File: src/hdl/saa_pkg.sv
// saa_pkg: shared types, field widths and helpers of the shelf atlas allocator
// no dependencies; imported by shelf_atlas_allocator

package saa_pkg;

  localparam int RECT_W       = 11;
  localparam int LOG_W        = 4;
  localparam int PAGE_INDEX_W = 4;
  localparam int PLACE_W      = 10;
  localparam int PAGE_SIDE_W  = 11;

  typedef enum logic [1:0] {
    ST_IDLE,
    ST_SCAN,
    ST_OPEN
  } saa_state_e;

  // log2 of the smallest power of two not below v, zero for v = 0
  function automatic logic [LOG_W-1:0] ceil_log2(input logic [RECT_W-1:0] v);
    logic [LOG_W-1:0] lg;
    lg = '0;
    for (int i = 0; i < RECT_W; i++) begin
      if (v > (RECT_W'(1) << i)) lg = LOG_W'(i + 1);
    end
    return lg;
  endfunction

endpackage

File: src/hdl/shelf_atlas_allocator.sv
// shelf_atlas_allocator: first-fit shelf packing of rectangles into square pages
// one module with a per-page state memory and a single page-check unit
// depends on saa_pkg
//
// usage: an item (rect_width_i, rect_height_i) is taken when in_valid_i is high and
// in_stall_o low; one result item leaves on out_valid_o, taken when out_stall_i is
// low. the block holds in_stall_o high while it works on an item.
// the open pages are checked in order, one page per cycle, by one shared fit unit
// fed from the page memory's registered read port; a page that fits is held there
// until the output register is free. the first page that fits takes the rectangle;
// if none does, a new page is opened (or no_room is flagged) after all are checked.
// the block takes the next item only once the result of the last is registered.
// the result sits in an output register; a stalled receiver holds it there and the
// block finishes its next item only once that register is free.
// reset clears the page count and the handshake state; no pages are open after it.
// no_room: no page fits and either the page table is full or the new page would
// exceed MAX_SIDE; the other result fields are then zero and nothing changes.

module shelf_atlas_allocator
  import saa_pkg::*;
#(
  parameter int MAX_PAGES = 16,
  parameter int MAX_SIDE  = 1024,
  parameter int MIN_SIDE  = 64
) (
  input  logic                    clk_i,
  input  logic                    rst_ni,
  input  logic                    in_valid_i,
  output logic                    in_stall_o,
  input  logic [RECT_W-1:0]       rect_width_i,
  input  logic [RECT_W-1:0]       rect_height_i,
  output logic                    out_valid_o,
  input  logic                    out_stall_i,
  output logic [PAGE_INDEX_W-1:0] page_index_o,
  output logic [PLACE_W-1:0]      place_x_o,
  output logic [PLACE_W-1:0]      place_y_o,
  output logic                    opened_page_o,
  output logic [PAGE_SIDE_W-1:0]  page_side_o,
  output logic                    no_room_o
);

  localparam int IDX_W  = (MAX_PAGES > 1) ? $clog2(MAX_PAGES) : 1;
  localparam int CNT_W  = $clog2(MAX_PAGES + 1);
  localparam int SIDE_W = $clog2(MAX_SIDE + 1);
  localparam int LG_W   = $clog2(SIDE_W);
  localparam int AW     = ((SIDE_W > RECT_W) ? SIDE_W : RECT_W) + 1;
  localparam int ENT_W  = LG_W + 3 * SIDE_W;
  localparam int LG_MIN = $clog2(MIN_SIDE);
  localparam int LG_MAX = $clog2(MAX_SIDE + 1) - 1;

  saa_state_e state_q, state_d;

  logic [CNT_W-1:0]  page_count_q, page_count_d;
  logic [IDX_W-1:0]  eval_idx_q, eval_idx_d;
  logic [RECT_W-1:0] w_q, h_q;

  // page memory: {log2 side, cursor_x, row_top, next_row_top}
  logic [ENT_W-1:0] mem_q [MAX_PAGES];
  logic [ENT_W-1:0] rd_q;
  logic [IDX_W-1:0] rd_addr;
  logic             mem_we;
  logic [IDX_W-1:0] mem_waddr;
  logic [ENT_W-1:0] mem_wdata;

  logic [LG_W-1:0]   rd_lg;
  logic [SIDE_W-1:0] rd_x, rd_y, rd_ny;
  logic [AW-1:0]     side, w_ext, h_ext, x_ext, y_ext, ny_ext;
  logic [AW-1:0]     x_plus_w, y_plus_h, ny_plus_h;
  logic              size_ok, fits_cur, fits_new, fit, last_page, full, out_free;

  logic [LOG_W-1:0] lg_w, lg_h, lg_wh, lg_new;
  logic [AW-1:0]    side_new;
  logic             can_open;

  logic                    res_load;
  logic [PAGE_INDEX_W-1:0] res_index;
  logic [PLACE_W-1:0]      res_x, res_y;
  logic                    res_opened, res_no_room;
  logic [PAGE_SIDE_W-1:0]  res_side;

  // shared fit unit on the page read last cycle
  assign {rd_lg, rd_x, rd_y, rd_ny} = rd_q;
  assign side      = AW'(1) << rd_lg;
  assign w_ext     = AW'(w_q);
  assign h_ext     = AW'(h_q);
  assign x_ext     = AW'(rd_x);
  assign y_ext     = AW'(rd_y);
  assign ny_ext    = AW'(rd_ny);
  assign x_plus_w  = x_ext + w_ext;
  assign y_plus_h  = y_ext + h_ext;
  assign ny_plus_h = ny_ext + h_ext;
  assign size_ok   = (w_ext <= side) && (y_plus_h <= side);
  assign fits_cur  = size_ok && (x_plus_w < side);
  assign fits_new  = size_ok && !(x_plus_w < side) && (ny_plus_h <= side);
  assign fit       = fits_cur || fits_new;
  assign last_page = (CNT_W'(eval_idx_q) + CNT_W'(1)) == page_count_q;
  assign full      = page_count_q == CNT_W'(MAX_PAGES);
  assign out_free  = !out_valid_o || !out_stall_i;

  // new page side
  assign lg_w     = ceil_log2(w_q);
  assign lg_h     = ceil_log2(h_q);
  assign lg_wh    = (lg_w > lg_h) ? lg_w : lg_h;
  assign lg_new   = (LOG_W'(LG_MIN) > lg_wh) ? LOG_W'(LG_MIN) : lg_wh;
  assign side_new = AW'(1) << lg_new;
  assign can_open = !full && (lg_new <= LOG_W'(LG_MAX));

  assign in_stall_o = (state_q != ST_IDLE);

  always_ff @(posedge clk_i or negedge rst_ni) begin
    if (!rst_ni) begin
      state_q      <= ST_IDLE;
      page_count_q <= '0;
      eval_idx_q   <= '0;
    end else begin
      state_q      <= state_d;
      page_count_q <= page_count_d;
      eval_idx_q   <= eval_idx_d;
    end
  end

  always_ff @(posedge clk_i) begin
    if (in_valid_i && !in_stall_o) begin
      w_q <= rect_width_i;
      h_q <= rect_height_i;
    end
  end

  always_ff @(posedge clk_i) begin
    if (mem_we) begin
      mem_q[mem_waddr] <= mem_wdata;
    end
    rd_q <= mem_q[rd_addr];
  end

  always_comb begin
    state_d      = state_q;
    page_count_d = page_count_q;
    eval_idx_d   = eval_idx_q;
    rd_addr      = '0;
    mem_we       = 1'b0;
    mem_waddr    = eval_idx_q;
    mem_wdata    = rd_q;
    res_load     = 1'b0;
    res_index    = '0;
    res_x        = '0;
    res_y        = '0;
    res_opened   = 1'b0;
    res_side     = '0;
    res_no_room  = 1'b0;
    unique case (state_q)
      ST_IDLE: begin
        eval_idx_d = '0;
        if (in_valid_i) begin
          state_d = (page_count_q == '0) ? ST_OPEN : ST_SCAN;
        end
      end
      ST_SCAN: begin
        rd_addr = fit ? eval_idx_q : eval_idx_q + IDX_W'(1);
        if (fit) begin
          if (out_free) begin
            mem_we    = 1'b1;
            res_load  = 1'b1;
            res_index = PAGE_INDEX_W'(eval_idx_q);
            res_side  = PAGE_SIDE_W'(side);
            if (fits_cur) begin
              mem_wdata = {rd_lg, SIDE_W'(x_plus_w), rd_y,
                           (y_plus_h > ny_ext) ? SIDE_W'(y_plus_h) : rd_ny};
              res_x     = PLACE_W'(rd_x);
              res_y     = PLACE_W'(rd_y);
            end else begin
              mem_wdata = {rd_lg, SIDE_W'(w_q), rd_ny, SIDE_W'(ny_plus_h)};
              res_y     = PLACE_W'(rd_ny);
            end
            state_d = ST_IDLE;
          end
        end else if (last_page) begin
          state_d = ST_OPEN;
        end else begin
          eval_idx_d = eval_idx_q + IDX_W'(1);
        end
      end
      ST_OPEN: begin
        if (out_free) begin
          res_load = 1'b1;
          state_d  = ST_IDLE;
          if (can_open) begin
            mem_we       = 1'b1;
            mem_waddr    = page_count_q[IDX_W-1:0];
            mem_wdata    = {LG_W'(lg_new), SIDE_W'(w_q), SIDE_W'(0), SIDE_W'(h_q)};
            page_count_d = page_count_q + CNT_W'(1);
            res_index    = PAGE_INDEX_W'(page_count_q);
            res_opened   = 1'b1;
            res_side     = PAGE_SIDE_W'(side_new);
          end else begin
            res_no_room = 1'b1;
          end
        end
      end
      default: begin
        state_d = ST_IDLE;
      end
    endcase
  end

  always_ff @(posedge clk_i or negedge rst_ni) begin
    if (!rst_ni) begin
      out_valid_o <= 1'b0;
    end else if (res_load) begin
      out_valid_o <= 1'b1;
    end else if (!out_stall_i) begin
      out_valid_o <= 1'b0;
    end
  end

  always_ff @(posedge clk_i) begin
    if (res_load) begin
      page_index_o  <= res_index;
      place_x_o     <= res_x;
      place_y_o     <= res_y;
      opened_page_o <= res_opened;
      page_side_o   <= res_side;
      no_room_o     <= res_no_room;
    end
  end

`ifndef SYNTHESIS
  a_count_bound: assert property (@(posedge clk_i) disable iff (!rst_ni)
    page_count_q <= CNT_W'(MAX_PAGES))
    else $error("page count beyond table size");

  a_count_step: assert property (@(posedge clk_i) disable iff (!rst_ni)
    1'b1 |=> (page_count_q == $past(page_count_q) ||
              page_count_q == $past(page_count_q) + CNT_W'(1)))
    else $error("page count moved by more than one");

  a_no_room_zero: assert property (@(posedge clk_i) disable iff (!rst_ni)
    out_valid_o && no_room_o |-> page_index_o == '0 && place_x_o == '0 &&
      place_y_o == '0 && !opened_page_o && page_side_o == '0)
    else $error("no_room item with nonzero fields");

  a_open_corner: assert property (@(posedge clk_i) disable iff (!rst_ni)
    out_valid_o && opened_page_o |-> place_x_o == '0 && place_y_o == '0 && !no_room_o)
    else $error("new page item not at page corner");

  a_no_overwrite: assert property (@(posedge clk_i) disable iff (!rst_ni)
    out_valid_o && out_stall_i |-> !res_load)
    else $error("result loaded over a stalled item");
`endif

endmodule

File: config.mk
export PLATFORM = sky130hd
export DESIGN_NAME = shelf_atlas_allocator
export DESIGN_NICKNAME = d
export VERILOG_FILES = /design/src/hdl/saa_pkg.sv /design/src/hdl/shelf_atlas_allocator.sv
export SDC_FILE = /design/constraint.sdc
export NUM_CORES = 1
export LEC_CHECK = 0
export BUFFER_PORTS_ARGS = -buffer_cell sky130_fd_sc_hd__buf_2
export CORE_MARGIN = 10
export CORE_UTILIZATION = 55
export DETAILED_ROUTE_END_ITERATION = 7
export GPL_ROUTABILITY_DRIVEN = 0
export PLACE_DENSITY = 0.74
export SLEW_MARGIN = 10
export SYNTH_ARGS = -nofsm -noshare
export SYNTH_HDL_FRONTEND = slang
export SYNTH_SLANG_ARGS = --single-unit
export TNS_END_PERCENT = 20
File: constraint.sdc
create_clock -name clk_i -period 8.47 [get_ports clk_i]
set_input_delay 2.541 -clock clk_i [delete_from_list [all_inputs] [get_ports clk_i]]
set_output_delay 2.541 -clock clk_i [all_outputs]
set_load 0.01 [all_outputs]
# Yosys cells after proc, flatten, opt, wreduce, memory -nomap -nowiden
# Memories as Yosys holds them, arrays and structs flattened. A register that Yosys moved wholly into a read port is not among the register bits.
# Cells that the tools add are included.
# Widths: inputs -> output; s select.
[word_totals] elab_cells=150 mem_bits_rw=592 n_memories=1 out_inout_bits=39 ff_bits=71
[classes] n_eq_ne=9 addsub=6 shift=2 muxes=67 reduce_logical=23 magnitude_cmp=30
[mem_list] name="mem_q" depth=16 word_bits=37 rd=1 rd_ports_with_merged_regs=1 write_ports=1 line_no="shelf_atlas_allocator.sv:58" source="logic [ENT_W-1:0] mem_q [MAX_PAGES];"
[op_table] cell="$mux 4" count=31
[op_table] cell="$mux 33" count=3
[op_table] cell="$mux 37" count=2
[op_table] cell="$pmux 37 s2" count=1
[op_table] cell="$mux 11" count=5
[op_table] cell="$add 11x11->12" count=3
[op_table] cell="$le 12x12->1" count=2
[op_table] cell="$gt 11x1->1 const B" count=2
[op_table] cell="$gt 11x10->1 const B" count=2
[op_table] cell="$gt 11x11->1 const B" count=2
[op_table] cell="$gt 11x2->1 const B" count=2
[op_table] cell="$gt 11x3->1 const B" count=2
[op_table] cell="$gt 11x4->1 const B" count=2
[op_table] cell="$gt 11x5->1 const B" count=2
[op_table] cell="$gt 11x6->1 const B" count=2
[op_table] cell="$gt 11x7->1 const B" count=2
[op_table] cell="$gt 11x8->1 const B" count=2
[op_table] cell="$gt 11x9->1 const B" count=2
[op_table] cell="$pmux 11 s2" count=1
[op_table] cell="$pmux 4 s2" count=2
[op_table] cell="$mux 2" count=7
[op_table] cell="$gt 12x11->1" count=1
[op_table] cell="$le 11x12->1" count=1
[op_table] cell="$lt 12x12->1" count=1
[op_table] cell="other kinds (28)" count=55

# Longest topological paths before layout
# Gate-level depths: netlist (run 1).
[depth] ltp_word=23 mapped_depth=26

# Least setup slack after synthesis (run 1)
# No wires, ideal clock.
[synth_timing] path_type="register to register" start="reg h_q[0]" end="mem mem_q[9][0] (netlist name) (enable)" slack_ps=591 required_time_ps=7993 stages_incl_launch_ff=24 t_arrival_ps=7402 path_cell_list="edfxtp_1 > ha_1 > fa_1 > a21o_1 > a21oi_1 > o21bai_1 > a21oi_1 > o21ai_0 > a21o_1 > a21oi_1 > xnor2_1 > ha_1 > a211oi_1 > nand2_1 > a2111oi_0 > o32ai_1 > a211o_1 > buf_4 > buf_2 > nor3_2 > nand2_1 > or2_0 > a21o_1 > nor3_1"
[synth_via] elab_chain_len=23 word_cells_on_any_way=46 classes_between="add/sub (2); order compare (16); mux (22); reduce/logical (6)"
[synth_rtl] item="start: declaration" line_no="shelf_atlas_allocator.sv:55" source="logic [RECT_W-1:0] w_q, h_q;"
[synth_rtl] item="start signal: assignment" line_no="shelf_atlas_allocator.sv:125" source="h_q <= rect_height_i;"
[synth_rtl] item="$gt 11x1->1" line_no="saa_pkg.sv:23" source="if (v > (RECT_W'(1) << i)) lg = LOG_W'(i + 1);"
[synth_rtl] item="$mux 1" line_no="saa_pkg.sv:23"
[synth_rtl] item="$mux 4 (10 in series)" line_no="saa_pkg.sv:23"
[synth_rtl] item="$gt 4x4->1" line_no="shelf_atlas_allocator.sv:103" source="assign lg_wh = (lg_w > lg_h) ? lg_w : lg_h;"
[synth_rtl] item="$mux 4" line_no="shelf_atlas_allocator.sv:103"
[synth_rtl] item="$gt 3x4->1" line_no="shelf_atlas_allocator.sv:104" source="assign lg_new = (LOG_W'(LG_MIN) > lg_wh) ? LOG_W'(LG_MIN) : lg_wh;"
[synth_rtl] item="$mux 4" line_no="shelf_atlas_allocator.sv:104"
[synth_rtl] item="$le 4x4->1" line_no="shelf_atlas_allocator.sv:106" source="assign can_open = !full && (lg_new <= LOG_W'(LG_MAX));"
[synth_rtl] item="$logic_and 1x1->1" line_no="shelf_atlas_allocator.sv:106"
[synth_rtl] item="$mux 1" line_no="shelf_atlas_allocator.sv:187" source="if (can_open) begin"
[synth_rtl] item="$mux 1" line_no="shelf_atlas_allocator.sv:184" source="if (out_free) begin"
[synth_rtl] item="$pmux 1 s2" line_no="shelf_atlas_allocator.sv:151" source="unique case (state_q)"
[synth_rtl] item="$mux 1" line_no="shelf_atlas_allocator.sv:130" source="if (mem_we) begin"
[synth_rtl] item="$mux 1 (not written as such)" line_no="shelf_atlas_allocator.sv:131" source="mem_q[mem_waddr] <= mem_wdata;"
[synth_rtl] item="end: declaration" line_no="shelf_atlas_allocator.sv:58"
# Parallel ways exist; a longest one is shown, timed or not.

# Worst setup path in the final report (run 1)
[layout_timing] start="reg h_q[0]" end="reg rd_q[29] (read register of mem_q)"
[layout_via] elab_chain_len=8 word_cells_on_any_way=11 classes_between="add/sub (2); order compare (2); mux (2); reduce/logical (5)"
[layout_rtl] item="$add 11x11->12" line_no="shelf_atlas_allocator.sv:90" source="assign y_plus_h = y_ext + h_ext;"
[layout_rtl] item="$le 12x12->1" line_no="shelf_atlas_allocator.sv:92" source="assign size_ok = (w_ext <= side) && (y_plus_h <= side);"
[layout_rtl] item="$logic_and 1x1->1" line_no="shelf_atlas_allocator.sv:92"
[layout_rtl] item="$logic_and 1x1->1 (2 in series)" line_no="shelf_atlas_allocator.sv:94" source="assign fits_new = size_ok && !(x_plus_w < side) && (ny_plus_h <= side);"
[layout_rtl] item="$logic_or 1x1->1 *" line_no="shelf_atlas_allocator.sv:95" source="assign fit = fits_cur || fits_new;"
[layout_rtl] item="$mux 4 *" line_no="shelf_atlas_allocator.sv:159" source="rd_addr = fit ? eval_idx_q : eval_idx_q + IDX_W'(1);"
[layout_rtl] item="$mux 4 *" line_no="shelf_atlas_allocator.sv:151"
[layout_rtl] item="end: declaration" line_no="shelf_atlas_allocator.sv:59" source="logic [ENT_W-1:0] rd_q;"
# Mark *: on every way between the ends. The rest lies on a longest branch, timed or not.
# A chain may end at the register's enable or synchronous reset.

==> impl_metrics.json, run 1 <==
{
  "status": "finished clean",
  "start_util_pct": 55.8,
  "dp_hpwl_um": 46600,
  "synth.cell_area_mm2": 0.0309,
  "fmax_mhz": 143,
  "layout-drive-gt1-share_pct": 10.5,
  "cpLargestDelayFamily": "compound AO/OA/AOI/OAI gates",
  "p_comb_share_pct": 39.7,
  "antenna_cells": 0,
  "cts_hold_buffers": 0,
  "syn_inst": 2310,
  "critPathCaptureType": "flop",
  "async_flop_share_pct": 1.71,
  "synth_fa_ha_area_share_pct": 4.28,
  "p_switching_mw": 5.33,
  "synthDistinctLibCells": 81,
  "ir_worst_vdd_v": 0.000252,
  "grtUsageTotal_pct": 23.6,
  "cts_tree": "built",
  "final_cells": 3173,
  "dp.cells": 3046,
  "fin_util_pct": 62.2,
  "die_w_um": 257,
  "synthXorXnorAreaFrac_pct": 0.991,
  "die_y_um": 257,
  "vias_per_cell": 6.48,
  "cts.path.max_buffers": 3,
  "antenna_found_initial": 0,
  "rows": 86,
  "clock_latency_ns": 0.61,
  "clkSlewWorstSetupHoldPaths_ns": 0.07,
  "synth_edf_count": 651,
  "ant_nets": 0,
  "path_common_cell": "a21oi_1",
  "crit_chain": "ha_1, fa_1, a21o_1, a21oi_1, o21bai_1, a21oi_1, o21ai_0, a21o_1, a21oi_1, xnor2_1, ha_1, a211oi_1, nand2_1, a2111oi_0, o32ai_1, a211o_1, xor2_1, nand2_2, a21oi_4, buf_4, a32oi_1, and4_1",
  "clkPwrFrac_pct": 22.2,
  "drt_iter0_drc": 2239,
  "ys_ff_latch": 700,
  "finalHoldViolations": 0,
  "slew_headroom_pct": 23.8,
  "h-tree-depth": 3,
  "vias": 20563,
  "r2r_slack_ns": 1.47,
  "tns_ns": 0,
  "syn_nets": 2440,
  "cpPeakStageDelay_ns": 0.64,
  "fin_skew_ns": 0.0138,
  "synth-compound-area-share_pct": 9.71,
  "synth-main-ff-cell": "edfxtp_1",
  "cts.sinks": 700,
  "grt-ovfl-total": 0,
  "synth-seq-area-share_pct": 66.6,
  "dr.pass1.iters": 5,
  "setup_viol": 0,
  "p_int_mw": 8.61,
  "p_leak_nw": 12.0,
  "synth_area_per_cell_um2": 13.4,
  "crit_type": "reg2reg",
  "grt_max_degree": 119,
  "hp-start": "page_count_q[4]",
  "cts_buffers": 69,
  "cp_max_fo": 43,
  "cts_setup_buffers": 0,
  "power_frac_seq_pct": 38.2,
  "cp.depth": 22,
  "worstPathArrival_ns": 7.50,
  "nets": 2499,
  "core_mm2": 0.0554,
  "tightest_slew_ns": 1.11,
  "yosys_warnings": 0,
  "post-route-period-util_pct": 82.7,
  "cts_resized": 0,
  "hold_class": "reg2reg",
  "synth-simple-area-share_pct": 12.0,
  "rsz0062_at_grt": "no",
  "cts_root_buf": "clkbuf_16",
  "r2r_end": "rd_q[29]",
  "drv_cap": 0,
  "areaGrowthSynthToFinish_pct": 11.6,
  "min_to": "page_count_q[4]",
  "final-max-slew-violation-count": 0,
  "r2r-start": "h_q[0]",
  "holdPathStages": 1,
  "fin_crit_ns": 7.00,
  "ios": 65,
  "pwr_density_cell_mw_per_mm2": 404,
  "wl_per_cell_um": 25.2,
  "finalWirelength_um": 80000,
  "synth_top_family_by_area": "simple AND/OR/NAND/NOR gates",
  "muxShareOfSynthArea_pct": 4.11,
  "fp.dieArea_mm2": 0.0661,
  "slowest_stage": "nand2_2",
  "netSwitchingFraction_pct": 38.3,
  "worstSetupStartpointType": "flop",
  "crit_buf_inv": 1,
  "grt_pass1_wl_um": 120000,
  "fin_total_pwr_mw": 13.9,
  "port_buffers": 64,
  "drc": 0,
  "crit_required_ns": 8.96,
  "grt_pass1_vias": 19868,
  "r2r_cells": 22
}
## cell type report
| cell class | count | area, um2 |
|---|---|---|
| Multi-Input combinational cell | 1442 | 9780 |
| Clock buffer | 96 | 1940 |
| Fill cell | 3938 | 20900 |
| Tap cell | 748 | 936 |
| Timing Repair Buffer | 108 | 726 |
| Inverter | 48 | 180 |
| Clock inverter | 31 | 345 |
| Sequential cell | 700 | 20600 |
## cells by family after synthesis
| family | Yosys count |
|---|---|
| AOI/OAI and AO/OA | 405 |
| xor gates and xnor gates | 35 |
| adders and majority gates | 104 |
| buffers and inverters | 168 |
| DFF | 700 |
| muxes | 125 |
| and+or+nand+nor | 773 |
## how the worst max path moves through the flow
stage	start	endpoint	slack, ns
after floorplan	h_q[0]	mem_q[9][0]	0.59
after global placement	h_q[0]	rd_q[32]	1.81
after detailed placement	h_q[0]	rd_q[34]	1.65
after CTS	h_q[0]	rd_q[29]	1.57
after global routing	h_q[0]	rd_q[29]	1.19
final	h_q[0]	rd_q[29]	1.47
## power by group through the flow
stage	Clock, mW	Combinational [mW]	Sequential (mW)
6_report	3.09	5.53	5.32
5_1_grt	3.27	6.00	5.33
4_1_cts	3.12	5.43	5.30
3_5_place_dp	0	5.39	5.37
3_3_place_gp	0	5.15	5.36
2_1_floorplan	0	3.77	5.18
## Yosys cell counts, drive strengths merged, types with 13 or more instances
cell type	number	area (um2)
a221o	21	210
buf	43	233
a32oi	110	963
and3	85	532
nand4	14	87.6
mux2i	120	1210
nor2	49	194
a21o	19	143
o21ai	73	365
a21oi	57	293
ha	101	1260
and2	17	106
dfxtp	37	741
nand2	438	1650
a211oi	13	103
edfxtp	651	19500
and4	38	333
inv	47	176
nor3	42	248
nand3	37	185
xnor2	25	219
a22o	22	193
clkbuf	77	289
## stage by stage
stage	hold WS, ns	instance area [um2]	setup WS, ns
2_1_floorplan	0.499	30900	0.591
3_3_place_gp	0.533	32200	1.81
3_5_place_dp	0.542	32200	1.65
4_1_cts	0.549	34500	1.57
5_1_grt	0.569	34500	1.19
6_report	0.548	34500	1.47
## flip-flops by register name, indices dropped and copies added, names as in the netlist, 2 cells and up
| register | cells |
|---|---|
| eval_idx_q | 4 |
| h_q | 11 |
| mem_q | 592 |
| page_count_q | 5 |
| page_index_o | 4 |
| page_side_o | 11 |
| place_x_o | 10 |
| place_y_o | 10 |
| rd_q | 37 |
| state_q | 2 |
| w_q | 11 |
## cell usage in the layout (no fill, tap or decap), types with 14 or more instances in the layout
| cell | instances |
|---|---|
| nand3_1 | 37 |
| inv_1 | 47 |
| buf_2 | 64 |
| mux2i_1 | 119 |
| nor2_1 | 44 |
| clkbuf_16 | 71 |
| xnor2_1 | 25 |
| a221o_1 | 21 |
| dfxtp_1 | 37 |
| a21oi_1 | 55 |
| a22o_1 | 22 |
| nor3_1 | 21 |
| and4_1 | 38 |
| and2_1 | 16 |
| o21ai_0 | 68 |
| nor3_2 | 18 |
| a32oi_1 | 110 |
| nand4_1 | 14 |
| ha_1 | 101 |
| nand2_1 | 436 |
| clkbuf_1 | 18 |
| a21o_1 | 19 |
| buf_4 | 38 |
| and3_1 | 85 |
| edfxtp_1 | 651 |
## layer usage
layer / track usage, % / part of all wire [%] / routed length, um
met5: 0 / 0 / 0
met1: 31.3 / 38 / 30600
met3: 4.36 / 11 / 8700
met2: 37.3 / 47 / 37600
met4: 11.0 / 3.8 / 3060
## worst register-to-register path: stages, from the launching register on
cell and delay, ns:
edfxtp_1 0.51, ha_1 0.29, fa_1 0.41, a21o_1 0.17, a21oi_1 0.22, o21bai_1 0.10
a21oi_1 0.24, o21ai_0 0.20, a21o_1 0.22, a21oi_1 0.17, xnor2_1 0.16, ha_1 0.29
a211oi_1 0.26, nand2_1 0.10, a2111oi_0 0.35, o32ai_1 0.14, a211o_1 0.59, xor2_1 0.31
nand2_2 0.64, a21oi_4 0.35, buf_4 0.62, a32oi_1 0.28, and4_1 0.27
No activity file was read; power rests on OpenSTA's default activity.
==> inputs of run 2 (changes only) <==
==> constraint.sdc (replaced) <==
create_clock -name clk_i -period 5.8 [get_ports clk_i]
set_input_delay 1.74 -clock clk_i [delete_from_list [all_inputs] [get_ports clk_i]]
set_output_delay 1.74 -clock clk_i [all_outputs]
set_load 0.01 [all_outputs]
==> run 2 against run 1 <==
Combinational power grew 71%. Sequential share of layout area decreased by 2.7 points. Global-route usage up 2.0 points. Non-clock buffer count up 92. Core utilization up 3.0 points. Worst hold slack better by 0.053 ns. Clock-buffer cell count grew 2. Critical path depth grew 4. Critical path type unchanged. Largest cell class unchanged.
==> impl_metrics.json, run 2 (same netlist as run 1, synthesis figures left out) <==
{
  "status": "finished clean",
  "slew_headroom_pct": 20.5,
  "antenna_cells": 0,
  "critical_path.startpoint": "h_q[0]",
  "tns_ns": 0,
  "layout_commonest_cell": "edfxtp_1",
  "final-max-slew-violation-count": 0,
  "p_leak_nw": 12.7,
  "finalHoldViolations": 0,
  "antenna_found_initial": 1,
  "grt_max_degree": 52,
  "port_buffers": 64,
  "fin_skew_ns": 0.0362,
  "fmax_mhz": 177,
  "wl_per_cell_um": 27.4,
  "setup_viol": 0,
  "reg_top3": "mem_q (592), rd_q (37)",
  "grt_pass1_wl_um": 129000,
  "die_w_um": 257,
  "place_ws_ns": -0.185,
  "netSwitchingFraction_pct": 39.2,
  "ir_worst_vdd_v": 0.000393,
  "grtUsageTotal_pct": 25.6,
  "mostFrequentLayoutCells": "edfxtp_1, nand2_1, mux2i_1",
  "crit_type": "reg2reg",
  "largest_register": "mem_q",
  "cts_root_buf": "clkbuf_16",
  "h-tree-depth": 3,
  "die_y_um": 257,
  "clkSlewWorstSetupHoldPaths_ns": 0.07,
  "dr.pass1.iters": 6,
  "clock_latency_ns": 0.63,
  "power_frac_seq_pct": 35.9,
  "ant_nets": 0,
  "areaGrowthSynthToFinish_pct": 16.9,
  "crit_required_ns": 6.37,
  "core_mm2": 0.0554,
  "drv_cap": 0,
  "layout-drive-gt1-share_pct": 15.4,
  "post-route-period-util_pct": 97.5,
  "cts_tree": "built",
  "fin_total_pwr_mw": 21.5,
  "fin_crit_ns": 5.66,
  "p_switching_mw": 8.45,
  "cts_buffers": 69,
  "fp.dieArea_mm2": 0.0661,
  "worstPathArrival_ns": 6.22,
  "largest_reg_flops": 592,
  "dpl_cell_area_mm2": 0.0333,
  "finish.instance_area_mm2": 0.0361,
  "start_util_pct": 55.8,
  "critPathCaptureType": "flop",
  "p_int_mw": 13.1,
  "rsz0062_at_grt": "yes",
  "tightest_slew_ns": 1.19,
  "fillers": 3824,
  "drc": 0,
  "hp-start": "page_count_q[4]",
  "cts.sinks": 700,
  "r2r-start": "h_q[0]",
  "vias": 21455,
  "hold_class": "reg2reg",
  "ios": 65,
  "grt_pass1_vias": 20451,
  "cp_max_fo": 10,
  "drt_iter0_drc": 2662,
  "grt-ovfl-total": 0,
  "pwr_density_cell_mw_per_mm2": 596,
  "fin_ws_ns": 0.145,
  "cts.path.max_buffers": 3,
  "p_comb_share_pct": 43.8,
  "vias_per_cell": 6.57,
  "dp_hpwl_um": 53100,
  "finalWirelength_um": 89500,
  "nets": 2592,
  "clkPwrFrac_pct": 20.3,
  "rows": 86,
  "holdWs_ns": 0.600,
  "worstSetupStartpointType": "flop"
}
==> run 2: cell count changes in the layout (fill, tap and decap cells not counted), moves of 12 or more <==
cell	previous run	this run
nor3_2	18	1
buf_4	38	74
a221o_1	21	9
nor3_4	3	20
buf_12	6	35
a221o_2	0	12
==> run 2: power groups by stage <==
stage | Sequential [mW] | Combinational (mW) | Clock, mW
finish | 7.73 | 9.43 | 4.38
global route | 7.74 | 10.1 | 4.63
CTS | 7.70 | 8.81 | 4.42
detailed placement | 7.81 | 8.69 | 0
global placement | 7.80 | 8.41 | 0
floorplan | 7.56 | 5.67 | 0
==> run 2: final cells by class <==
type / instances / area (um2) / share of cell area, %
clock inverter: 30 / 335 / 0.928
timing repair buffer: 200 / 2140 / 5.91
multi-input combinational: 1443 / 10100 / 27.9
tap: 748 / 936 / 2.59
clock buffer: 98 / 1870 / 5.16
inverter: 48 / 180 / 0.499
sequential: 700 / 20600 / 57.0
==> run 2: final timing paths <==
check                                        to  slack [ns]  cells past startpoint
worst max-delay path                   rd_q[35]        0.14                     26
worst min-delay path            page_count_q[4]        0.60                      1
worst max register to register         rd_q[35]        0.14                     26
worst min register to register  page_count_q[4]        0.60                      1
max in group asynchronous         eval_idx_q[0]        4.56                      1
min in group asynchronous       page_count_q[0]        1.01                      1
==> run 2: timing repair <==
item                                    4_1_cts  5_1_grt
hold buffers                                  0        0
endpoints found under the setup margin        1     1042
pin swaps                                     1        7
gates cloned                                  1       11
gates resized for setup                       2       58
buffers inserted                              0       14
==> run 2: stage by stage <==
step | utilization (%) | std cells
after floorplan | - | 2310
after global placement | 60.1 | 3113
after detailed placement | 60.1 | 3113
after CTS | 64.1 | 3242
after global routing | 65.2 | 3267
final | 65.2 | 3267
==> run 2: metal layers <==
| metal | share of wire [%] | global-route usage, % | wire [um] |
|---|---|---|---|
| met1 | 38 | 33.8 | 33700 |
| met2 | 46 | 39.6 | 41000 |
| met3 | 12 | 5.96 | 11000 |
| met5 | 0.015 | 0 | 13 |
| met4 | 4.3 | 12.0 | 3860 |
==> run 2: critical path, cell delays in order, from the launching register on <==
cell       delay [ns]
edfxtp_1         0.49
ha_2             0.24
fa_2             0.35
a21o_1           0.20
a21oi_2          0.16
o21bai_1         0.12
a21oi_2          0.21
o21ai_2          0.09
a21o_1           0.18
a21oi_2          0.18
xnor2_2          0.11
ha_1             0.35
a211oi_2         0.19
nand2_1          0.11
a2111oi_2        0.29
o32ai_1          0.14
a211o_4          0.41
buf_6            0.20
mux2i_4          0.19
buf_4            0.16
buf_12           0.18
buf_6            0.17
nand2_1          0.06
nand3_1          0.11
a21oi_1          0.13
nor4_4           0.39
buf_4            0.18
